$ cat src/rtl/core/capa_pkg.sv
// ----------------------------------------------------------------------------
// capa_pkg
// Shared constants, codes and the rule-150 word function for the
// cellular automaton privacy amplifier.
// ----------------------------------------------------------------------------
`timescale 1ns / 1ps

package capa_pkg;

  // datapath word and register widths
  localparam int WORD_W       = 64;
  localparam int RING_LEN_W   = 13;
  localparam int BPG_W        = 16;
  localparam int APB_DATA_W   = 32;
  localparam int APB_ADDR_W   = 3;

  // default ring storage in bits
  localparam int RING_BITS_DEF = 256;

  // register reset values
  localparam logic [RING_LEN_W-1:0] RING_LEN_RST = 13'd256;
  localparam logic [BPG_W-1:0]      BPG_RST      = 16'd1;

  // register index, taken from paddr bit 2
  localparam logic REG_RING_LEN = 1'b0;
  localparam logic REG_BPG      = 1'b1;

  // input opcodes
  localparam logic OP_SEED = 1'b0;
  localparam logic OP_KEY  = 1'b1;

  // ones from bit 0 up to and including bit top
  function automatic logic [WORD_W-1:0] top_mask(input logic [5:0] top);
    return {WORD_W{1'b1}} >> (6'd63 - top);
  endfunction

  // one ring word of the rule-150 step: left ^ centre ^ right
  // lbit feeds bit 0 from the left, rbit enters at bit top from the right
  function automatic logic [WORD_W-1:0] rule150_word(
    input logic [WORD_W-1:0] cur,
    input logic              lbit,
    input logic              rbit,
    input logic [5:0]        top,
    input logic [WORD_W-1:0] mask
  );
    logic [WORD_W-1:0] left_n;
    logic [WORD_W-1:0] right_n;
    logic [WORD_W-1:0] top_sel;
    left_n  = {cur[WORD_W-2:0], lbit};
    top_sel = {{(WORD_W-1){1'b0}}, 1'b1} << top;
    right_n = (cur >> 1) | (rbit ? top_sel : '0);
    return (left_n ^ cur ^ right_n) & mask;
  endfunction

endpackage

$ cat src/rtl/core/capa_ram.sv
// ----------------------------------------------------------------------------
// capa_ram
// Generic single-write, single-read RAM with registered read data.
// ----------------------------------------------------------------------------
`timescale 1ns / 1ps

module capa_ram #(
  parameter int WIDTH = 64,
  parameter int DEPTH = 4
) (
  input  logic                                       clk,
  input  logic                                       we,
  input  logic [((DEPTH > 1) ? $clog2(DEPTH) : 1)-1:0] waddr,
  input  logic [WIDTH-1:0]                           wdata,
  input  logic [((DEPTH > 1) ? $clog2(DEPTH) : 1)-1:0] raddr,
  output logic [WIDTH-1:0]                           rdata
);

  logic [WIDTH-1:0] mem [DEPTH];

  // write port and registered read port
  always_ff @(posedge clk) begin
    if (we) begin
      mem[waddr] <= wdata;
    end
    rdata <= mem[raddr];
  end

endmodule

$ cat src/rtl/core/ca_rule150_privacy_amplifier_core.sv
// ----------------------------------------------------------------------------
// ca_rule150_privacy_amplifier_core
// Key compression with a circular rule-150 cellular automaton ring.
// ----------------------------------------------------------------------------
// Usage
//   Input beats carry opcode (seed or key) and a 64-bit data_word. Seed beats
//   load the ring word by word and clear the accumulator. Key beats are ANDed
//   with the ring and folded into the accumulator; each completed block of
//   ring_len bits steps the ring once. After blocks_per_group blocks the
//   accumulator goes out as ceil(L/64) hash_word beats, last_word on the final
//   one, and is then loaded into the ring and stepped once more.
//   Sequencing: a seed beat is written from the idle state, a key beat passes
//   through an accumulate state. A ring step walks the ring RAM one word a
//   cycle through the single rule-150 word unit. Each output word passes a
//   read, an output and a wait state, the last held while the receiver holds
//   out_stall. in_stall is high whenever the sequencer is busy, so only one
//   item is in flight. A configuration write masks the ring and accumulator
//   to the new length in a read and a write state, with in_stall high.
//   Reset is synchronous; ring and accumulator read as zero through per-word
//   valid bits, so there is no clearing pass. A stalled output beat holds.
// ----------------------------------------------------------------------------
`timescale 1ns / 1ps

module ca_rule150_privacy_amplifier_core #(
  parameter int RING_BITS = capa_pkg::RING_BITS_DEF
) (
  input  logic                             clk,
  input  logic                             rst,
  // input channel
  input  logic                             in_valid,
  output logic                             in_stall,
  input  logic                             opcode,
  input  logic [capa_pkg::WORD_W-1:0]      data_word,
  // output channel
  output logic                             out_valid,
  input  logic                             out_stall,
  output logic [capa_pkg::WORD_W-1:0]      hash_word,
  output logic                             last_word,
  // configuration port
  input  logic                             psel,
  input  logic                             penable,
  input  logic                             pwrite,
  input  logic [capa_pkg::APB_ADDR_W-1:0]  paddr,
  input  logic [capa_pkg::APB_DATA_W-1:0]  pwdata,
  output logic [capa_pkg::APB_DATA_W-1:0]  prdata,
  output logic                             pready
);

  localparam int WW         = capa_pkg::WORD_W;
  localparam int RING_WORDS = (RING_BITS + WW - 1) / WW;
  localparam int WIDX       = (RING_WORDS > 1) ? $clog2(RING_WORDS) : 1;
  localparam int NW_W       = $clog2(RING_WORDS + 1);
  localparam int SC_W       = $clog2(RING_WORDS + 3);
  localparam int LEN_W      = $clog2(RING_BITS + 1);

  // sequencer states
  localparam logic [2:0] ST_IDLE      = 3'd0;
  localparam logic [2:0] ST_KEY_ACC   = 3'd1;
  localparam logic [2:0] ST_STEP      = 3'd2;
  localparam logic [2:0] ST_EMIT_RD   = 3'd3;
  localparam logic [2:0] ST_EMIT_OUT  = 3'd4;
  localparam logic [2:0] ST_EMIT_WAIT = 3'd5;
  localparam logic [2:0] ST_CFG_RD    = 3'd6;
  localparam logic [2:0] ST_CFG_WR    = 3'd7;

  logic [2:0]                       state;
  logic [2:0]                       state_next;
  logic [capa_pkg::RING_LEN_W-1:0]  ring_len;
  logic [capa_pkg::BPG_W-1:0]       bpg;
  logic [WIDX-1:0]                  word_pos;
  logic [capa_pkg::BPG_W-1:0]       block_pos;
  logic                             edge_op;
  logic [RING_WORDS-1:0]            ca_valid;
  logic [RING_WORDS-1:0]            ca_valid_next;
  logic [RING_WORDS-1:0]            acc_valid;
  logic [RING_WORDS-1:0]            acc_valid_next;
  logic [SC_W-1:0]                  scnt;
  logic [WIDX-1:0]                  wcnt;
  logic                             group_pend;

  // datapath registers
  logic [WW-1:0]                    key_data;
  logic [WW-1:0]                    cur_word;
  logic                             left_bit;
  logic                             w0_bit;
  logic                             prev_bit;
  logic                             ca_vld_q;
  logic                             acc_vld_q;

  // ram ports
  logic [WIDX-1:0]                  raddr;
  logic                             ca_we;
  logic [WIDX-1:0]                  ca_waddr;
  logic [WW-1:0]                    ca_wdata;
  logic [WW-1:0]                    ca_rdata;
  logic                             acc_we;
  logic [WIDX-1:0]                  acc_waddr;
  logic [WW-1:0]                    acc_wdata;
  logic [WW-1:0]                    acc_rdata;
  logic [WW-1:0]                    ca_rd_word;
  logic [WW-1:0]                    acc_rd_word;

  // derived ring geometry
  logic [capa_pkg::RING_LEN_W-1:0]  len_sat;
  logic [LEN_W-1:0]                 eff_len;
  logic [LEN_W-1:0]                 len_m1;
  logic [WIDX-1:0]                  last_w;
  logic [5:0]                       top_bit;
  logic [NW_W-1:0]                  nw;
  logic [RING_WORDS-1:0]            in_ring;

  logic                             in_beat;
  logic                             out_beat;
  logic                             cfg_beat;
  logic [WIDX-1:0]                  wp_eff;
  logic [capa_pkg::BPG_W-1:0]       bp_inc;
  logic [capa_pkg::BPG_W-1:0]       bpg_eff;
  logic                             grp_done;
  logic                             step_end;
  logic [WIDX-1:0]                  step_waddr;
  logic                             step_rbit;
  logic [5:0]                       step_top;

  // mask of the valid cells of ring word w under the current length
  function automatic logic [WW-1:0] word_mask(input logic [WIDX-1:0] w,
                                              input logic [WIDX-1:0] lw,
                                              input logic [5:0]      tb);
    logic [WW-1:0] m;
    if (w < lw) begin
      m = '1;
    end else if (w == lw) begin
      m = capa_pkg::top_mask(tb);
    end else begin
      m = '0;
    end
    return m;
  endfunction

  // storage for the ring and the accumulator
  capa_ram #(.WIDTH(WW), .DEPTH(RING_WORDS)) u_ca_ram (
    .clk   (clk),
    .we    (ca_we),
    .waddr (ca_waddr),
    .wdata (ca_wdata),
    .raddr (raddr),
    .rdata (ca_rdata)
  );

  capa_ram #(.WIDTH(WW), .DEPTH(RING_WORDS)) u_acc_ram (
    .clk   (clk),
    .we    (acc_we),
    .waddr (acc_waddr),
    .wdata (acc_wdata),
    .raddr (raddr),
    .rdata (acc_rdata)
  );

  // handshakes
  assign in_stall = (state != ST_IDLE);
  assign in_beat  = in_valid && !in_stall;
  assign out_beat = out_valid && !out_stall;
  assign pready   = 1'b1;
  assign cfg_beat = psel && penable && pwrite && pready;

  // register read back
  always_comb begin
    unique case (paddr[2])
      capa_pkg::REG_RING_LEN: prdata = capa_pkg::APB_DATA_W'(ring_len);
      capa_pkg::REG_BPG:      prdata = capa_pkg::APB_DATA_W'(bpg);
      default:                prdata = '0;
    endcase
  end

  // effective length clamped to at least 2 and at most the ring storage
  always_comb begin
    if (ring_len < capa_pkg::RING_LEN_W'(2)) begin
      len_sat = capa_pkg::RING_LEN_W'(2);
    end else if (ring_len > capa_pkg::RING_LEN_W'(RING_BITS)) begin
      len_sat = capa_pkg::RING_LEN_W'(RING_BITS);
    end else begin
      len_sat = ring_len;
    end
  end

  assign eff_len = LEN_W'(len_sat);
  assign len_m1  = eff_len - LEN_W'(1);
  assign last_w  = WIDX'(len_m1 >> 6);
  assign top_bit = len_m1[5:0];
  assign nw      = NW_W'(len_m1 >> 6) + NW_W'(1);

  always_comb begin
    for (int w = 0; w < RING_WORDS; w++) begin
      in_ring[w] = (WIDX'(w) <= last_w);
    end
  end

  // invalid words read as zero
  assign ca_rd_word  = ca_vld_q  ? ca_rdata  : '0;
  assign acc_rd_word = acc_vld_q ? acc_rdata : '0;

  // item bookkeeping
  assign wp_eff   = ((opcode != edge_op) || (word_pos > last_w)) ? '0 : word_pos;
  assign bpg_eff  = (bpg == '0) ? capa_pkg::BPG_W'(1) : bpg;
  assign bp_inc   = block_pos + capa_pkg::BPG_W'(1);
  assign grp_done = (bp_inc >= bpg_eff);

  // ring step walk: pre-read last word, then words 0..nw-1, write two words behind the read
  assign step_end   = (scnt == SC_W'(nw) + SC_W'(2));
  assign step_waddr = WIDX'(scnt - SC_W'(3));
  assign step_rbit  = step_end ? w0_bit : ca_rd_word[0];
  assign step_top   = (step_waddr == last_w) ? top_bit : 6'd63;

  // sequencer and ram port control
  always_comb begin
    raddr      = '0;
    ca_we      = 1'b0;
    ca_waddr   = '0;
    ca_wdata   = '0;
    acc_we     = 1'b0;
    acc_waddr  = '0;
    acc_wdata  = '0;
    state_next = state;
    unique case (state)
      ST_IDLE: begin
        raddr = wp_eff;
        if (in_beat) begin
          if (opcode == capa_pkg::OP_SEED) begin
            ca_we    = 1'b1;
            ca_waddr = wp_eff;
            ca_wdata = data_word & word_mask(wp_eff, last_w, top_bit);
          end else begin
            state_next = ST_KEY_ACC;
          end
        end
      end
      ST_KEY_ACC: begin
        acc_we    = 1'b1;
        acc_waddr = wcnt;
        acc_wdata = acc_rd_word ^ (key_data & ca_rd_word & word_mask(wcnt, last_w, top_bit));
        state_next = (wcnt == last_w) ? ST_STEP : ST_IDLE;
      end
      ST_STEP: begin
        if (scnt == '0) begin
          raddr = last_w;
        end else if ((scnt - SC_W'(1)) <= SC_W'(last_w)) begin
          raddr = WIDX'(scnt - SC_W'(1));
        end
        if (scnt >= SC_W'(3)) begin
          ca_we    = 1'b1;
          ca_waddr = step_waddr;
          ca_wdata = capa_pkg::rule150_word(cur_word, prev_bit, step_rbit, step_top,
                                            word_mask(step_waddr, last_w, top_bit));
        end
        if (step_end) begin
          state_next = group_pend ? ST_EMIT_RD : ST_IDLE;
        end
      end
      ST_EMIT_RD: begin
        raddr      = wcnt;
        state_next = ST_EMIT_OUT;
      end
      ST_EMIT_OUT: begin
        ca_we      = 1'b1;
        ca_waddr   = wcnt;
        ca_wdata   = acc_rd_word;
        state_next = ST_EMIT_WAIT;
      end
      ST_EMIT_WAIT: begin
        if (out_beat) begin
          state_next = last_word ? ST_STEP : ST_EMIT_RD;
        end
      end
      ST_CFG_RD: begin
        raddr      = last_w;
        state_next = ST_CFG_WR;
      end
      ST_CFG_WR: begin
        ca_we      = 1'b1;
        ca_waddr   = last_w;
        ca_wdata   = ca_rd_word & word_mask(last_w, last_w, top_bit);
        acc_we     = 1'b1;
        acc_waddr  = last_w;
        acc_wdata  = acc_rd_word & word_mask(last_w, last_w, top_bit);
        state_next = ST_IDLE;
      end
      default: begin
        state_next = ST_IDLE;
      end
    endcase
    if (cfg_beat) begin
      state_next = ST_CFG_RD;
    end
  end

  // word valid bits: set on write, cleared by seed, step end and length change
  always_comb begin
    ca_valid_next  = ca_valid;
    acc_valid_next = acc_valid;
    if (ca_we) begin
      ca_valid_next[ca_waddr] = 1'b1;
    end
    if (acc_we) begin
      acc_valid_next[acc_waddr] = 1'b1;
    end
    if ((state == ST_STEP) && step_end) begin
      ca_valid_next = ca_valid_next & in_ring;
    end
    if (state == ST_CFG_RD) begin
      ca_valid_next  = ca_valid_next & in_ring;
      acc_valid_next = acc_valid_next & in_ring;
    end
    if (in_beat && (opcode == capa_pkg::OP_SEED)) begin
      acc_valid_next = '0;
    end
  end

  // control state
  always_ff @(posedge clk) begin
    if (rst) begin
      state      <= ST_IDLE;
      ring_len   <= capa_pkg::RING_LEN_RST;
      bpg        <= capa_pkg::BPG_RST;
      word_pos   <= '0;
      block_pos  <= '0;
      edge_op    <= 1'b0;
      ca_valid   <= '0;
      acc_valid  <= '0;
      scnt       <= '0;
      wcnt       <= '0;
      group_pend <= 1'b0;
      out_valid  <= 1'b0;
    end else begin
      state     <= state_next;
      ca_valid  <= ca_valid_next;
      acc_valid <= acc_valid_next;
      unique case (state)
        ST_IDLE: begin
          if (in_beat) begin
            edge_op <= opcode;
            wcnt    <= wp_eff;
            if (opcode == capa_pkg::OP_SEED) begin
              block_pos <= '0;
              word_pos  <= (wp_eff == last_w) ? '0 : wp_eff + WIDX'(1);
            end
          end
        end
        ST_KEY_ACC: begin
          if (wcnt == last_w) begin
            word_pos   <= '0;
            block_pos  <= grp_done ? '0 : bp_inc;
            group_pend <= grp_done;
            scnt       <= '0;
          end else begin
            word_pos <= wcnt + WIDX'(1);
          end
        end
        ST_STEP: begin
          if (step_end) begin
            scnt       <= '0;
            wcnt       <= '0;
            group_pend <= 1'b0;
          end else begin
            scnt <= scnt + SC_W'(1);
          end
        end
        ST_EMIT_RD: begin
        end
        ST_EMIT_OUT: begin
          out_valid <= 1'b1;
        end
        ST_EMIT_WAIT: begin
          if (out_beat) begin
            out_valid <= 1'b0;
            wcnt      <= wcnt + WIDX'(1);
            scnt      <= '0;
          end
        end
        ST_CFG_RD: begin
        end
        ST_CFG_WR: begin
        end
        default: begin
        end
      endcase
      // register writes restart word and block counting
      if (cfg_beat) begin
        unique case (paddr[2])
          capa_pkg::REG_RING_LEN: ring_len <= pwdata[capa_pkg::RING_LEN_W-1:0];
          capa_pkg::REG_BPG:      bpg      <= pwdata[capa_pkg::BPG_W-1:0];
          default:                ;
        endcase
        word_pos  <= '0;
        block_pos <= '0;
      end
    end
  end

  // datapath registers
  always_ff @(posedge clk) begin
    ca_vld_q  <= ca_valid[raddr];
    acc_vld_q <= acc_valid[raddr];
    if (in_beat) begin
      key_data <= data_word;
    end
    // step walk: neighbor bits and the word being rewritten
    if (state == ST_STEP) begin
      if (scnt == SC_W'(1)) begin
        left_bit <= ca_rd_word[top_bit];
      end else if (scnt == SC_W'(2)) begin
        cur_word <= ca_rd_word;
        w0_bit   <= ca_rd_word[0];
        prev_bit <= left_bit;
      end else if (scnt >= SC_W'(3)) begin
        prev_bit <= cur_word[WW-1];
        cur_word <= ca_rd_word;
      end
    end
    // output beat register
    if (state == ST_EMIT_OUT) begin
      hash_word <= acc_rd_word;
      last_word <= (wcnt == last_w);
    end
  end

  // output beats only come from the emit wait state
  a_out_in_emit: assert property (@(posedge clk) disable iff (rst)
    out_valid |-> (state == ST_EMIT_WAIT))
    else $error("output beat outside emit");

  // a group's final word is followed by the ring step
  a_last_then_step: assert property (@(posedge clk) disable iff (rst)
    (out_beat && last_word && !cfg_beat) |=> (state == ST_STEP))
    else $error("no ring step after last word");

  // step walk never runs past the ring end
  a_step_bound: assert property (@(posedge clk) disable iff (rst)
    (state == ST_STEP) |-> (scnt <= SC_W'(nw) + SC_W'(2)))
    else $error("step counter past ring end");

  // accumulator words beyond the ring are never live
  a_acc_in_ring: assert property (@(posedge clk) disable iff (rst)
    (state != ST_CFG_RD) |-> ((acc_valid & ~in_ring) == '0))
    else $error("accumulator word beyond ring is valid");

endmodule
$ cat config.mk
export PLATFORM = sky130hd
export DESIGN_NAME = ca_rule150_privacy_amplifier_core
export DESIGN_NICKNAME = d
export VERILOG_FILES = /design/src/rtl/core/capa_pkg.sv /design/src/rtl/core/capa_ram.sv /design/src/rtl/core/ca_rule150_privacy_amplifier_core.sv
export SDC_FILE = /design/constraint.sdc
export NUM_CORES = 2
export LEC_CHECK = 0
export BUFFER_PORTS_ARGS = -buffer_cell sky130_fd_sc_hd__buf_2
export CAP_MARGIN = 10
export CELL_PAD_IN_SITES_DETAIL_PLACEMENT = 1
export CELL_PAD_IN_SITES_GLOBAL_PLACEMENT = 1
export CORE_MARGIN = 2
export CORE_UTILIZATION = 55
export CTS_CLUSTER_DIAMETER = 40
export DETAILED_ROUTE_END_ITERATION = 8
export PLACE_DENSITY_LB_ADDON = 0.25
export RECOVER_POWER = 25
export SLEW_MARGIN = 20
export SYNTH_ARGS = -nofsm -noshare
export SYNTH_HDL_FRONTEND = slang
export SYNTH_HIERARCHICAL = 1
export SYNTH_SLANG_ARGS = --single-unit
$ cat constraint.sdc
create_clock -name clk -period 17.35 [get_ports clk]
set_input_delay 1.735 -clock clk [delete_from_list [all_inputs] [get_ports clk]]
set_output_delay 1.735 -clock clk [all_outputs]
set_load 0.01 [all_outputs]
==> reports/qor.yml <==
yosysSeqAreaShare_pct: 62.9
crit_fanout: 25
die_w_um: 274
cts_root_buf: "clkbuf_16"
clock_skew_ps: 26.6
die-height_um: 274
worstMarginPinSlew_ps: 5030
core_area_um2: 71700
rrSetupSlack_ps: 8660
crit_path_start: "ring_len[12]"
dpl.hpwl_um: 90700
synth_cell_types: 101
antenna_found_initial: 4
cts-buffers-inserted: 131
grt_pass1_wl_um: 217000
antennaDiodeCount: 0
yosysMostFrequentCell: "edfxtp_1"
dp_cells: 4000
synthesis.area_um2: 40000
synth_edf_count: 708
ios: 207
wl_per_cell_um: 35.5
drc: 0
port_buffers: 171
r2r_cells: 21
drv_cap: 8
place.gp.congestion: 0.954
drt_iter0_markers: 4436
min_period_ps: 8690
finalSetupTns_ps: 0
violations: "capacitance limit, slew limit"
via_per_inst: 7.08
dieArea_um2: 75000
rsz0062_at_grt: "no"
clockBufferDepth: 3
cts-resized-gates: 0
num_vias: 30056
grt_max_degree: 105
syn-instance-count: 2991
cts_hold_buf: 0
yosys.area.top_type: "edfxtp_1"
gr-usage-all-layers_pct: 40.4
required_ps: 17740
cellLeakagePower_nw: 15.8
globalRouteOverflowTotal: 0
clk_latency_ps: 740
clk_transition_reported_paths_ps: 60
arrival_ps: 9080
hp-class: "reg2reg"
synth_top_area_share_pct: 53.1
async_reset_ff_share_pct: 0
synth.area.top_cells: "edfxtp_1 (53%), dfxtp_1 (9.8%), mux4_2 (6.9%)"
setup_viol: 0
postCtsSetupBuffers: 0
cts.sinks: 904
end_kind: "flop"
path_class: "reg2reg"
drt.antenna.violating_nets: 0
crit_end: "u_ca_ram/mem[1][7]"
cts_htree_levels: 4
critPathLaunchType: "flop"
tritoncts: "yes"
dr.pass1.iters: 6
synth_seq_cells: 904
syn_area_per_cell_um2: 13.4
grt_pass1_vias: 31586
finalMaxSlewViolations: 351
ys_warn_count: 6
rr_endpoint: "u_ca_ram/mem[1][7]"
finalNonFillerCells: 4243
drive_gt1_share_pct: 17.4
powerDensity_nw_per_um2: 128
final_nets: 3328
fmax_mhz: 115
synth_ff_type: "edfxtp_1"
wl_um: 150000
synth_common_cells: "edfxtp_1 (708), nand2_1 (305), dfxtp_1 (196)"
max-slew-margin-rel_pct: -235
vdd_ir_drop_max_mv: 0.0889
hold_violations: 0
row_count: 98
fin_crit_sh_pct: 50.1
initial_utilization_pct: 55.8
outcome: "finished, violations left"
rr_startpoint: "ring_len[12]"
syn2layout_area_growth_pct: 15.0
[flip-flops by register name (all words and copies together), names as in the netlist, 2 cells and up]
name / count
key_data: 64
hash_word: 64
state: 3
cur_word: 64
u_acc_ram/rdata: 64
ring_len: 13
wcnt: 2
word_pos: 2
u_ca_ram/mem: 256
block_pos: 16
u_ca_ram/rdata: 64
bpg: 16
acc_valid: 4
u_acc_ram/mem: 256
scnt: 3
ca_valid: 4
[logic make-up (layout without fill, tap and decap cells)]
kind of cell | Yosys count | count (layout) | share of synthesized area (%)
AO/OA/AOI/OAI | 743 | 743 | 12.3
flip-flops | 904 | 904 | 62.9
buffers and inverters | 341 | 628 | 4.08
AND/OR/NAND/NOR | 618 | 618 | 7.35
other | 2 | 17 | 0.0188
XOR/XNOR | 195 | 195 | 4.27
adder cells (fa/ha/maj) | 37 | 37 | 1.16
multiplexers | 151 | 151 | 7.94
[per-layer routing]
| layer | routed length (um) | track usage [%] | vias to the layer above |
|---|---|---|---|
| met2 | 65700 | 60.2 | 2596 |
| met4 | 10700 | 24.6 | 8 |
| met3 | 21600 | 14.4 | 699 |
| met5 | 54 | 0 | - |
| li1 | - | - | 11824 |
| met1 | 52400 | 50.8 | 14929 |
[through the flow]
stage	area [um^2]	hold WS (ps)	util (%)	setup WS (ps)	power [mW]
final	46100	459	64.2	8660	5.88
after global routing	46100	503	64.2	8530	5.99
after CTS	46200	464	64.4	9150	5.85
after detailed placement	41700	457	58.2	9320	3.15
after global placement	41700	444	58.1	9230	3.11
after floorplan	40100	431	-	8180	2.94
[power breakdown]
group	switching, mW	total (mW)	leakage [nW]	internal [mW]
sequential	0.0526	2.54	8.08	2.48
clock	1.06	2.73	2.16	1.66
combinational	0.419	0.613	5.58	0.194
total	1.54	5.88	15.8	4.34
[worst max-delay path: stages (launching register included)]
cell       delay (ps)
dfxtp_1           360
or4_1             800
nor2_4            230
and3_1            200
buf_4             490
inv_2             440
ha_1              590
nand3b_1          190
nand2_1            70
o21ai_1           700
ha_1              380
a2bb2oi_1         160
nor2_1            100
and2_1            250
ha_1              370
a21o_1            130
buf_4             450
nand2_1           810
nor2_1            720
nand2_1           170
a32oi_1           290
o221ai_1          350
[worst min-delay path by stage]
stage,from,to,slack [ps],cells after the start
2_1_floorplan,block_pos[15],block_pos[15],430,2
3_3_place_gp,block_pos[15],block_pos[15],440,2
3_5_place_dp,block_pos[15],block_pos[15],460,2
4_1_cts,block_pos[15],block_pos[15],460,2
5_1_grt,block_pos[15],block_pos[15],500,2
6_report,block_pos[15],block_pos[15],460,2
[cell type report]
| type | count | area, um^2 |
|---|---|---|
| Sequential cell | 904 | 25200 |
| Fill cell | 6812 | 25700 |
| Multi-Input combinational cell | 1761 | 13500 |
| Clock buffer | 163 | 3530 |
| Inverter | 154 | 579 |
| Timing Repair Buffer | 232 | 1220 |
| Clock inverter | 79 | 906 |
| Tap cell | 950 | 1190 |
[placed cells by master (no fill, tap or decap), types with 52 or more instances in the layout]
cell and n:
nand3_1 59, clkbuf_16 133, buf_4 53, dfxtp_1 196, nor2_1 86, a31oi_1 93, inv_1 152, clkbuf_1 111
a21oi_1 116, o22ai_1 52, buf_2 86, o21ai_0 160, edfxtp_1 708, xnor2_1 178, mux4_2 122, nand2_1 303
(Power assumes the default switching activity.)
